<file path="src/hdl/cfb_pkg.sv">
// Shared constants, types and the CRC byte update for the command frame builder.
package cfb_pkg;

  localparam logic [7:0]  FRAME_HEADER = 8'h3A;
  localparam logic [7:0]  TRAILER_CR   = 8'h0D;
  localparam logic [7:0]  TRAILER_LF   = 8'h0A;
  localparam logic [15:0] CRC_INIT     = 16'hFFFF;
  localparam logic [15:0] CRC_POLY     = 16'hA001;

  // Control for the running CRC register, driven by the byte sequencer.
  typedef struct packed {
    logic       update;
    logic       restart;
    logic [7:0] data;
  } crc_ctl_t;

  // One byte of the reflected CRC-16, one bit per iteration.
  function automatic logic [15:0] crc_byte(input logic [15:0] crc_in,
                                           input logic [7:0]  data_in);
    logic [15:0] crc;
    crc = crc_in ^ {8'h00, data_in};
    for (int k = 0; k < 8; k++) begin
      if (crc[0]) begin
        crc = (crc >> 1) ^ CRC_POLY;
      end else begin
        crc = crc >> 1;
      end
    end
    return crc;
  endfunction

endpackage

</file>
<file path="src/hdl/cfb_crc16.sv">
// Running CRC-16 register that folds in each covered byte as it is emitted.
module cfb_crc16 (
  input  logic              clk,
  input  logic              rst,
  input  cfb_pkg::crc_ctl_t ctl,
  output logic [15:0]       crc
);
  import cfb_pkg::*;

  logic [15:0] crc_base;

  // A header byte starts a fresh CRC; every other covered byte continues it.
  assign crc_base = ctl.restart ? CRC_INIT : crc;

  // Fold the emitted byte into the running value.
  always_ff @(posedge clk) begin
    if (rst) begin
      crc <= CRC_INIT;
    end else if (ctl.update) begin
      crc <= crc_byte(crc_base, ctl.data);
    end
  end

endmodule

</file>
<file path="src/hdl/command_frame_builder_crc16_top.sv">
// Command frame builder: input item register, byte sequencer and output byte register.
//
// Each input beat carries one payload byte. The output channel delivers one framed byte
// per cycle, while out_ready allows, from a single output register, which sets the pace:
// a middle payload byte goes out alone, the first byte of a frame goes out as four bytes
// (header 0x3A, length plus one, command code, then the byte), and the last byte is
// followed by four more bytes (CRC high byte, CRC low byte, 0x0D, 0x0A, with end_of_frame
// on the 0x0A). A single-byte frame is thus eight bytes. The CRC-16 (init 0xFFFF, reflected
// polynomial 0xA001, no final xor) covers header, length, command and payload. A new
// input beat is taken in the same cycle that the previous item's final byte moves into
// the output register, so a stream of middle bytes runs at one per cycle unless the output
// stalls. There is no empty-frame form, and the length byte is carried as a label only.
module command_frame_builder_crc16_top (
  input  logic       clk,
  input  logic       rst,
  input  logic       in_valid,
  output logic       in_ready,
  input  logic [7:0] command_code,
  input  logic [7:0] length_value,
  input  logic [7:0] payload_byte,
  input  logic       last_byte,
  output logic       out_valid,
  input  logic       out_ready,
  output logic [7:0] out_byte,
  output logic       end_of_frame
);
  import cfb_pkg::*;

  // Sequencer phases: which byte of the item goes out next.
  localparam logic [2:0] PH_HDR  = 3'd0;
  localparam logic [2:0] PH_LEN  = 3'd1;
  localparam logic [2:0] PH_CMD  = 3'd2;
  localparam logic [2:0] PH_DATA = 3'd3;
  localparam logic [2:0] PH_CRCH = 3'd4;
  localparam logic [2:0] PH_CRCL = 3'd5;
  localparam logic [2:0] PH_CR   = 3'd6;
  localparam logic [2:0] PH_LF   = 3'd7;

  logic       busy;
  logic       in_frame;
  logic [2:0] phase;
  logic [2:0] phase_next;
  logic [7:0] cmd_r;
  logic [7:0] len_r;
  logic [7:0] dat_r;
  logic       last_r;

  logic       load_en;
  logic       item_done;
  logic       accept;
  logic [7:0] emit_byte;
  logic       emit_eof;
  logic       emit_crc;

  logic [15:0] crc;
  crc_ctl_t    crc_ctl;

  // With an item held, the output register takes a byte whenever it is empty or draining.
  assign load_en   = busy && (!out_valid || out_ready);
  assign item_done = load_en && (((phase == PH_DATA) && !last_r) || (phase == PH_LF));
  assign in_ready  = !busy || item_done;
  assign accept    = in_valid && in_ready;

  // Select the byte for the current phase and the phase that follows it.
  always_comb begin
    emit_byte  = dat_r;
    emit_eof   = 1'b0;
    emit_crc   = 1'b0;
    phase_next = PH_HDR;
    case (phase)
      PH_HDR: begin
        emit_byte  = FRAME_HEADER;
        emit_crc   = 1'b1;
        phase_next = PH_LEN;
      end
      PH_LEN: begin
        emit_byte  = len_r + 8'd1;
        emit_crc   = 1'b1;
        phase_next = PH_CMD;
      end
      PH_CMD: begin
        emit_byte  = cmd_r;
        emit_crc   = 1'b1;
        phase_next = PH_DATA;
      end
      PH_DATA: begin
        emit_byte  = dat_r;
        emit_crc   = 1'b1;
        phase_next = last_r ? PH_CRCH : PH_HDR;
      end
      PH_CRCH: begin
        emit_byte  = crc[15:8];
        phase_next = PH_CRCL;
      end
      PH_CRCL: begin
        emit_byte  = crc[7:0];
        phase_next = PH_CR;
      end
      PH_CR: begin
        emit_byte  = TRAILER_CR;
        phase_next = PH_LF;
      end
      PH_LF: begin
        emit_byte  = TRAILER_LF;
        emit_eof   = 1'b1;
        phase_next = PH_HDR;
      end
      default: begin
        emit_byte  = dat_r;
        phase_next = PH_HDR;
      end
    endcase
  end

  // The CRC advances on every covered byte as it enters the output register.
  always_comb begin
    crc_ctl.update  = load_en && emit_crc;
    crc_ctl.restart = (phase == PH_HDR);
    crc_ctl.data    = emit_byte;
  end

  cfb_crc16 u_crc (
    .clk (clk),
    .rst (rst),
    .ctl (crc_ctl),
    .crc (crc)
  );

  // Control state: item occupancy, frame state, phase and output valid.
  always_ff @(posedge clk) begin
    if (rst) begin
      busy      <= 1'b0;
      in_frame  <= 1'b0;
      phase     <= PH_HDR;
      out_valid <= 1'b0;
    end else begin
      if (load_en) begin
        phase <= phase_next;
      end
      if (item_done) begin
        busy <= 1'b0;
      end
      if (accept) begin
        busy     <= 1'b1;
        phase    <= in_frame ? PH_DATA : PH_HDR;
        in_frame <= !last_byte;
      end
      if (load_en) begin
        out_valid <= 1'b1;
      end else if (out_ready) begin
        out_valid <= 1'b0;
      end
    end
  end

  // Payload registers: the accepted input beat and the byte on the output.
  always_ff @(posedge clk) begin
    if (accept) begin
      cmd_r  <= command_code;
      len_r  <= length_value;
      dat_r  <= payload_byte;
      last_r <= last_byte;
    end
    if (load_en) begin
      out_byte     <= emit_byte;
      end_of_frame <= emit_eof;
    end
  end

endmodule
</file>
<file path="config.mk">
export PLATFORM = sky130hd
export DESIGN_NAME = command_frame_builder_crc16_top
export DESIGN_NICKNAME = d
export VERILOG_FILES = /design/src/hdl/cfb_pkg.sv /design/src/hdl/cfb_crc16.sv /design/src/hdl/command_frame_builder_crc16_top.sv
export SDC_FILE = /design/constraint.sdc
export NUM_CORES = 1
export LEC_CHECK = 0
export BUFFER_PORTS_ARGS = -buffer_cell sky130_fd_sc_hd__buf_2
export CAP_MARGIN = 20
export CORE_ASPECT_RATIO = 1.75
export CORE_MARGIN = 2
export CORE_UTILIZATION = 57
export CTS_CLUSTER_SIZE = 25
export DETAILED_ROUTE_END_ITERATION = 8
export PLACE_DENSITY = 0.79
export SLEW_MARGIN = 15
export SYNTH_ARGS = -nofsm -noshare
export SYNTH_HDL_FRONTEND = slang
export SYNTH_HIERARCHICAL = 1
export SYNTH_SLANG_ARGS = --single-unit
</file>
<file path="constraint.sdc">
create_clock -name clk -period 3.4 [get_ports clk]
set_input_delay 0.17 -clock clk [delete_from_list [all_inputs] [get_ports clk]]
set_output_delay 0.17 -clock clk [all_outputs]
set_load 0.1 [all_outputs]
</file>
==> flow_metrics.env, run 1 <==
export IMPL_syn_area_per_cell_um2=11.0
export IMPL_grt_max_degree=33
export IMPL_grtUsageMet2=0.363
export IMPL_hpwl_um=3970
export IMPL_p_sw_frac=0.308
export IMPL_p_int_mw=1.14
export IMPL_yosysMostFrequentCell="edfxtp_1"
export IMPL_numCtsBuffers=5
export IMPL_synthTopCellsByArea="edfxtp_1 (36%), dfxtp_1 (16%), xnor2_1 (6.6%)"
export IMPL_ys_flop_type="edfxtp_1"
export IMPL_nNetsFinal=327
export IMPL_fin_skew_ns=0.00948
export IMPL_finalMaxSlewViolations=0
export IMPL_dpl_cell_area_mm2=0.00305
export IMPL_min_period_ns=3.12
export IMPL_relSlewSlack=0.598
export IMPL_power_frac_comb=0.297
export IMPL_totalWireLength_um=5330
export IMPL_firstDrtPassIters=4
export IMPL_gr_total_overflow=0
export IMPL_timing_worst_setup_path_type="reg2reg"
export IMPL_cts_hold_buf=0
export IMPL_seqPwrFrac=0.494
export IMPL_synth_edf_count=34
export IMPL_synth_top_area_cell="edfxtp_1"
export IMPL_crit_chain="inv_1, ha_1, a2111o_1, nand2_1, a21oi_1, a31oi_1, xnor2_1, xnor2_1, xnor3_2, xnor3_1, o21ai_1"
export IMPL_die_h_um=96.7
export IMPL_arrival_ns=3.37
export IMPL_area_growth_pct=11.7
export IMPL_cp_depth=11
export IMPL_coreArea_mm2=0.00471
export IMPL_synth_top_cells_by_count="edfxtp_1 (34), nor2_1 (23), dfxtp_1 (22), xnor2_1 (21), a21oi_1 (18)"
export IMPL_ios=40
export IMPL_start_kind="register"
export IMPL_die_area_mm2=0.00551
export IMPL_finalInstanceArea_mm2=0.00313
export IMPL_hold_depth=1
export IMPL_vias=1992
export IMPL_leakage_nw=1.19
export IMPL_grt_pass1_vias=1946
export IMPL_htree_levels=2
export IMPL_clockBufferDepth=2
export IMPL_tns_ns=0
export IMPL_finalHoldViolCount=0
export IMPL_viasPerCell=5.76
export IMPL_p_switching_uw=508
export IMPL_clk_pin_slew_ns=0.09
export IMPL_met1_usage=0.251
export IMPL_total_power_mw=1.65
export IMPL_grt_busiest_layer="met2"
export IMPL_crit_family="XOR/XNOR gates"
export IMPL_peakVddDrop_v=0.000354
export IMPL_finalCritPeriodShare=0.919
export IMPL_place_gp_congestion=0.904
export IMPL_cap_violations=0
export IMPL_timing_fmax_mhz=320
export IMPL_synth_seq_cells=56
export IMPL_required_ns=3.65
export IMPL_antenna_found_initial=0
export IMPL_die_w_um=57.0
export IMPL_cts_resized=0
export IMPL_met3_usage=0.0361
export IMPL_fin_hold_ws_ns=0.0304
export IMPL_root_buffer="clkbuf_8"
export IMPL_synthDistinctLibCells=50
export IMPL_yosys_area_top_type_share=0.365
export IMPL_start_util=0.595
export IMPL_ant_nets=0
export IMPL_setup_viol=0
export IMPL_reg2regPathDepth=11
export IMPL_synth_nets=288
export IMPL_end_kind="register"
export IMPL_cpMostUsedCell="xnor2_1"
export IMPL_max_stage_delay_ns=0.52
export IMPL_drcViolationCount=0
export IMPL_status="completed"
export IMPL_cp_buffers_inverters=1
export IMPL_async_flop_share=0
export IMPL_clock_sinks=56
export IMPL_worstMarginPinSlew_ns=0.603
export IMPL_postCtsSetupBuffers=0
export IMPL_grt_pass1_wl_um=9270
export IMPL_crit_slowest_cell="a2111o_1"
export IMPL_grt_use_total=0.214
export IMPL_clkPwrFrac=0.209
export IMPL_cts_tree="built"
export IMPL_drive_gt1_frac=0.224
export IMPL_rsz0062_at_grt="false"
export IMPL_rows=33
export IMPL_syn_area_mm2=0.00280
export IMPL_min_path_type="in2reg"
export IMPL_n_antenna_cell=0
export IMPL_drtIter0Drc=51
export IMPL_power_density_mw_per_mm2=528
export IMPL_portBuffers=39
export IMPL_wire_per_inst_um=15.4
export IMPL_ys_seq_area_frac=0.522
export IMPL_clock_latency_ns=0.31
export IMPL_yosys_warnings=6
export IMPL_crit_fanout=13
export IMPL_netlist_instances=254
export IMPL_nFillCells=402
## logic make-up (layout without fill, tap and decap cells)
kind of cell             Yosys count  after routing  share of synthesized area
AND/OR/NAND/NOR                   72             72                      0.131
AO/OA/AOI/OAI                     65             65                      0.159
flip-flops                        56             56                      0.522
XOR/XNOR                          33             33                      0.128
buffers and inverters             23             63                     0.0375
adder cells (fa/ha/maj)            5              5                     0.0223
## worst paths after layout
check	slack, ns	end	startpoint
hold reg to reg	0.48	phase[0]	in_frame
setup reg to reg	0.28	u_crc/crc[0]	phase[0]
hold / removal	0.03	len_r[6]	length_value[6]
setup / recovery	0.28	u_crc/crc[0]	phase[0]
## cell usage in the layout, fill, tap and decap left out, types with 4 or more instances in the layout
cell / netlist / routed
or2_2: 5 / 5
buf_4: 0 / 8
edfxtp_1: 34 / 34
nand2b_1: 6 / 6
buf_2: 3 / 39
nand3_1: 4 / 4
clkbuf_8: 0 / 5
nor2_1: 23 / 23
dfxtp_1: 22 / 22
inv_1: 8 / 8
a211oi_1: 4 / 4
o21ai_0: 11 / 11
xor2_1: 7 / 7
nor3_1: 4 / 4
nand2_1: 12 / 12
a21oi_1: 18 / 18
a221oi_1: 4 / 4
xnor2_1: 21 / 21
or3_1: 7 / 7
ha_1: 5 / 5
## state kept, by name, indices dropped and copies added (netlist names)
| name | count |
|---|---|
| out_byte | 8 |
| phase | 3 |
| len_r | 8 |
| u_crc/crc | 16 |
| out_valid | 1 |
| in_frame | 1 |
| busy | 1 |
| end_of_frame | 1 |
| dat_r | 8 |
| last_r | 1 |
| cmd_r | 8 |
## power by group through the flow
stage          combinational (mW)  sequential (mW)  clock (mW)
6_report                    0.490            0.816       0.345
5_1_grt                     0.530            0.821       0.378
4_1_cts                     0.489            0.815       0.354
3_5_place_dp                0.486            0.831           0
3_3_place_gp                0.481            0.829           0
2_1_floorplan               0.336            0.886           0
## per-layer routing
layer | wire length, µm | up-vias
met2 | 2800 | 56
met1 | 2120 | 926
met4 | 206 | 0
met3 | 197 | 15
met5 | 0 | -
li1 | - | 995
## through the flow
step,utilization,std cells,worst slack [ns]
2_1_floorplan,-,254,0.544
3_3_place_gp,0.647,338,0.384
3_5_place_dp,0.647,338,0.280
4_1_cts,0.664,346,0.262
5_1_grt,0.664,346,0.0104
6_report,0.664,346,0.275
## area by class of cell
| type | instances | area [µm²] | share of cell area |
|---|---|---|---|
| Timing Repair Buffer | 47 | 255 | 0.0816 |
| Clock buffer | 7 | 76.3 | 0.0244 |
| Tap cell | 52 | 65.1 | 0.0208 |
| Inverter | 8 | 30.0 | 0.00960 |
| Multi-Input combinational cell | 175 | 1230 | 0.395 |
| Clock inverter | 1 | 5.00 | 0.00160 |
| Sequential cell | 56 | 1460 | 0.467 |
No activity file was read; power rests on OpenSTA's default activity.
==> run 2, diff against run 1 <==
- ABC_CLOCK_PERIOD_IN_PS: default -> 3400
- PLACE_DENSITY: 0.79 -> 0.77
==> run 2 against run 1 <==
  * Maximum frequency grew 0.93%
  * Utilization grew 0.45 points
  * Flip-flop and latch count is the same
  * Via count grew 2.7%
  * Global-route usage shrank 0.39 points
  * First-iteration DRC count grew 25%
  * Routed wire length grew 1.5%
  * Power shrank 0.12%
  * Clock skew is essentially flat
  * Final area grew 0.68%
  * Critical endpoint unchanged
==> flow_metrics.env, run 2 (synthesis gave the netlist of run 1 again) <==
export IMPL_status="completed"
export IMPL_crit_family="XOR/XNOR gates"
export IMPL_relSlewSlack=0.569
export IMPL_clk_pin_slew_ns=0.09
export IMPL_fin_skew_ns=0.00928
export IMPL_cts_tree="built"
export IMPL_place_ws_ns=0.313
export IMPL_cts_hold_buf=0
export IMPL_clockBufferDepth=2
export IMPL_final_util=0.669
export IMPL_firstDrtPassIters=4
export IMPL_timing_worst_setup_path_type="reg2reg"
export IMPL_mostFrequentLayoutCell="buf_2"
export IMPL_crit_slowest_cell="a2111o_1"
export IMPL_grt_max_degree=30
export IMPL_antenna_found_initial=0
export IMPL_min_period_ns=3.10
export IMPL_die_h_um=96.7
export IMPL_area_growth_pct=12.4
export IMPL_rows=33
export IMPL_grtUsageMet2=0.386
export IMPL_min_path_type="in2reg"
export IMPL_htree_levels=2
export IMPL_n_antenna_cell=0
export IMPL_cts_resized=0
export IMPL_leakage_nw=1.20
export IMPL_met1_usage=0.220
export IMPL_clock_sinks=56
export IMPL_dpl_cell_area_mm2=0.00307
export IMPL_drtIter0Drc=64
export IMPL_crit_chain="inv_1, ha_1, a2111o_1, nand2_1, a21oi_1, a31oi_1, xnor2_1, xnor2_1, xnor3_2, xnor3_1, o21ai_1"
export IMPL_max_stage_delay_ns=0.50
export IMPL_nFillCells=381
export IMPL_crit_fanout=7
export IMPL_start_kind="register"
export IMPL_seqCellArea_mm2=0.00146
export IMPL_cap_violations=0
export IMPL_tns_ns=0
export IMPL_timing_fmax_mhz=323
export IMPL_reg2reg_to="u_crc/crc[0]"
export IMPL_reg2regPathDepth=11
export IMPL_rr_startpoint="phase[0]"
export IMPL_portBuffers=39
export IMPL_worstMarginPinSlew_ns=0.643
export IMPL_multiInputGateArea_mm2=0.00123
export IMPL_peakVddDrop_v=0.000351
export IMPL_worst_slack_ns=0.304
export IMPL_grt_use_total=0.210
export IMPL_finalCritPeriodShare=0.911
export IMPL_grt_busiest_layer="met2"
export IMPL_viasPerCell=5.86
export IMPL_min_to="len_r[3]"
export IMPL_drcViolationCount=0
export IMPL_top_register="u_crc/crc"
export IMPL_wire_per_inst_um=15.5
export IMPL_die_w_um=57.0
export IMPL_place_gp_congestion=0.898
export IMPL_worstHoldStart="length_value[3]"
export IMPL_required_ns=3.64
export IMPL_ios=40
export IMPL_final_cells=349
export IMPL_met3_usage=0.0307
export IMPL_postCtsSetupBuffers=0
export IMPL_numCtsBuffers=5
export IMPL_vias=2046
export IMPL_cpMostUsedCell="xnor2_1"
export IMPL_setup_viol=0
export IMPL_root_buffer="clkbuf_8"
export IMPL_place_inst=341
export IMPL_clock_latency_ns=0.31
export IMPL_grt_pass1_vias=1959
export IMPL_coreArea_mm2=0.00471
export IMPL_hold_depth=1
export IMPL_grt_pass1_wl_um=8960
export IMPL_largest_register_ffs=16
export IMPL_end_kind="register"
export IMPL_arrival_ns=3.34
export IMPL_finalMaxSlewViolations=0
export IMPL_start_util=0.595
export IMPL_rsz0062_at_grt="false"
export IMPL_finalInstanceArea_mm2=0.00315
export IMPL_ant_nets=0
export IMPL_gr_total_overflow=0
export IMPL_final_cell_mix="buf_2 (39), edfxtp_1 (34), nor2_1 (23)"
export IMPL_finalHoldViolCount=0
export IMPL_drive_gt1_frac=0.229
export IMPL_totalWireLength_um=5410
export IMPL_ff2ff_setup_slack_ns=0.30
export IMPL_power_density_mw_per_mm2=524
export IMPL_nNetsFinal=330
export IMPL_hpwl_um=4110
export IMPL_die_area_mm2=0.00551
export IMPL_cp_buffers_inverters=1
-- run 2: cell count changes in the layout (fill, tap and decap cells not counted) --
| cell | delta |
|---|---|
| buf_4 | +3 |
| clkbuf_1 | -1 |
| clkinv_2 | -1 |
| clkinv_1 | +2 |
-- run 2: worst register-to-register path, cell delays in order (launching register included) --
cell and delay, ns:
dfxtp_1 0.40, inv_1 0.08, ha_1 0.29, a2111o_1 0.50
nand2_1 0.08, a21oi_1 0.04, a31oi_1 0.30, xnor2_1 0.14
xnor2_1 0.25, xnor3_2 0.50, xnor3_1 0.34, o21ai_1 0.12
-- run 2: worst max-delay path by stage --
stage | from | end | slack, ns | cells past startpoint
2_1_floorplan | phase[1] | u_crc/crc[0] | 0.54 | 12
3_3_place_gp | phase[0] | u_crc/crc[0] | 0.42 | 11
6_report | phase[0] | u_crc/crc[0] | 0.30 | 11
3_5_place_dp | phase[0] | u_crc/crc[0] | 0.31 | 11
5_1_grt | phase[0] | u_crc/crc[0] | 0.12 | 11
4_1_cts | phase[0] | u_crc/crc[0] | 0.30 | 11
-- run 2: report_power, final --
part           switching (mW)  internal [mW]
registers              0.0373          0.778
clock network           0.197          0.141
logic                   0.272          0.223
total                   0.506           1.14
-- run 2: stage by stage --
stage	total power [mW]	hold WS, ns
after global routing	1.73	0.0162
final	1.65	0.0345
after global placement	1.31	0.347
after CTS	1.66	0.0263
after detailed placement	1.32	0.348
after floorplan	1.22	0.232
-- run 2: cell type report --
class,count,area share
clock buffer,6,0.0231
clock inverter,2,0.00238
inverter,8,0.00954
multi-input combinational,175,0.392
sequential,56,0.464
tap,52,0.0207
timing repair buffer,50,0.0882
-- run 2: per-layer routing --
layer | up-vias | share of wire
li1 | 995 | -
met1 | 978 | 0.39
met2 | 57 | 0.54
met3 | 16 | 0.034
met4 | 0 | 0.034
met5 | - | 0
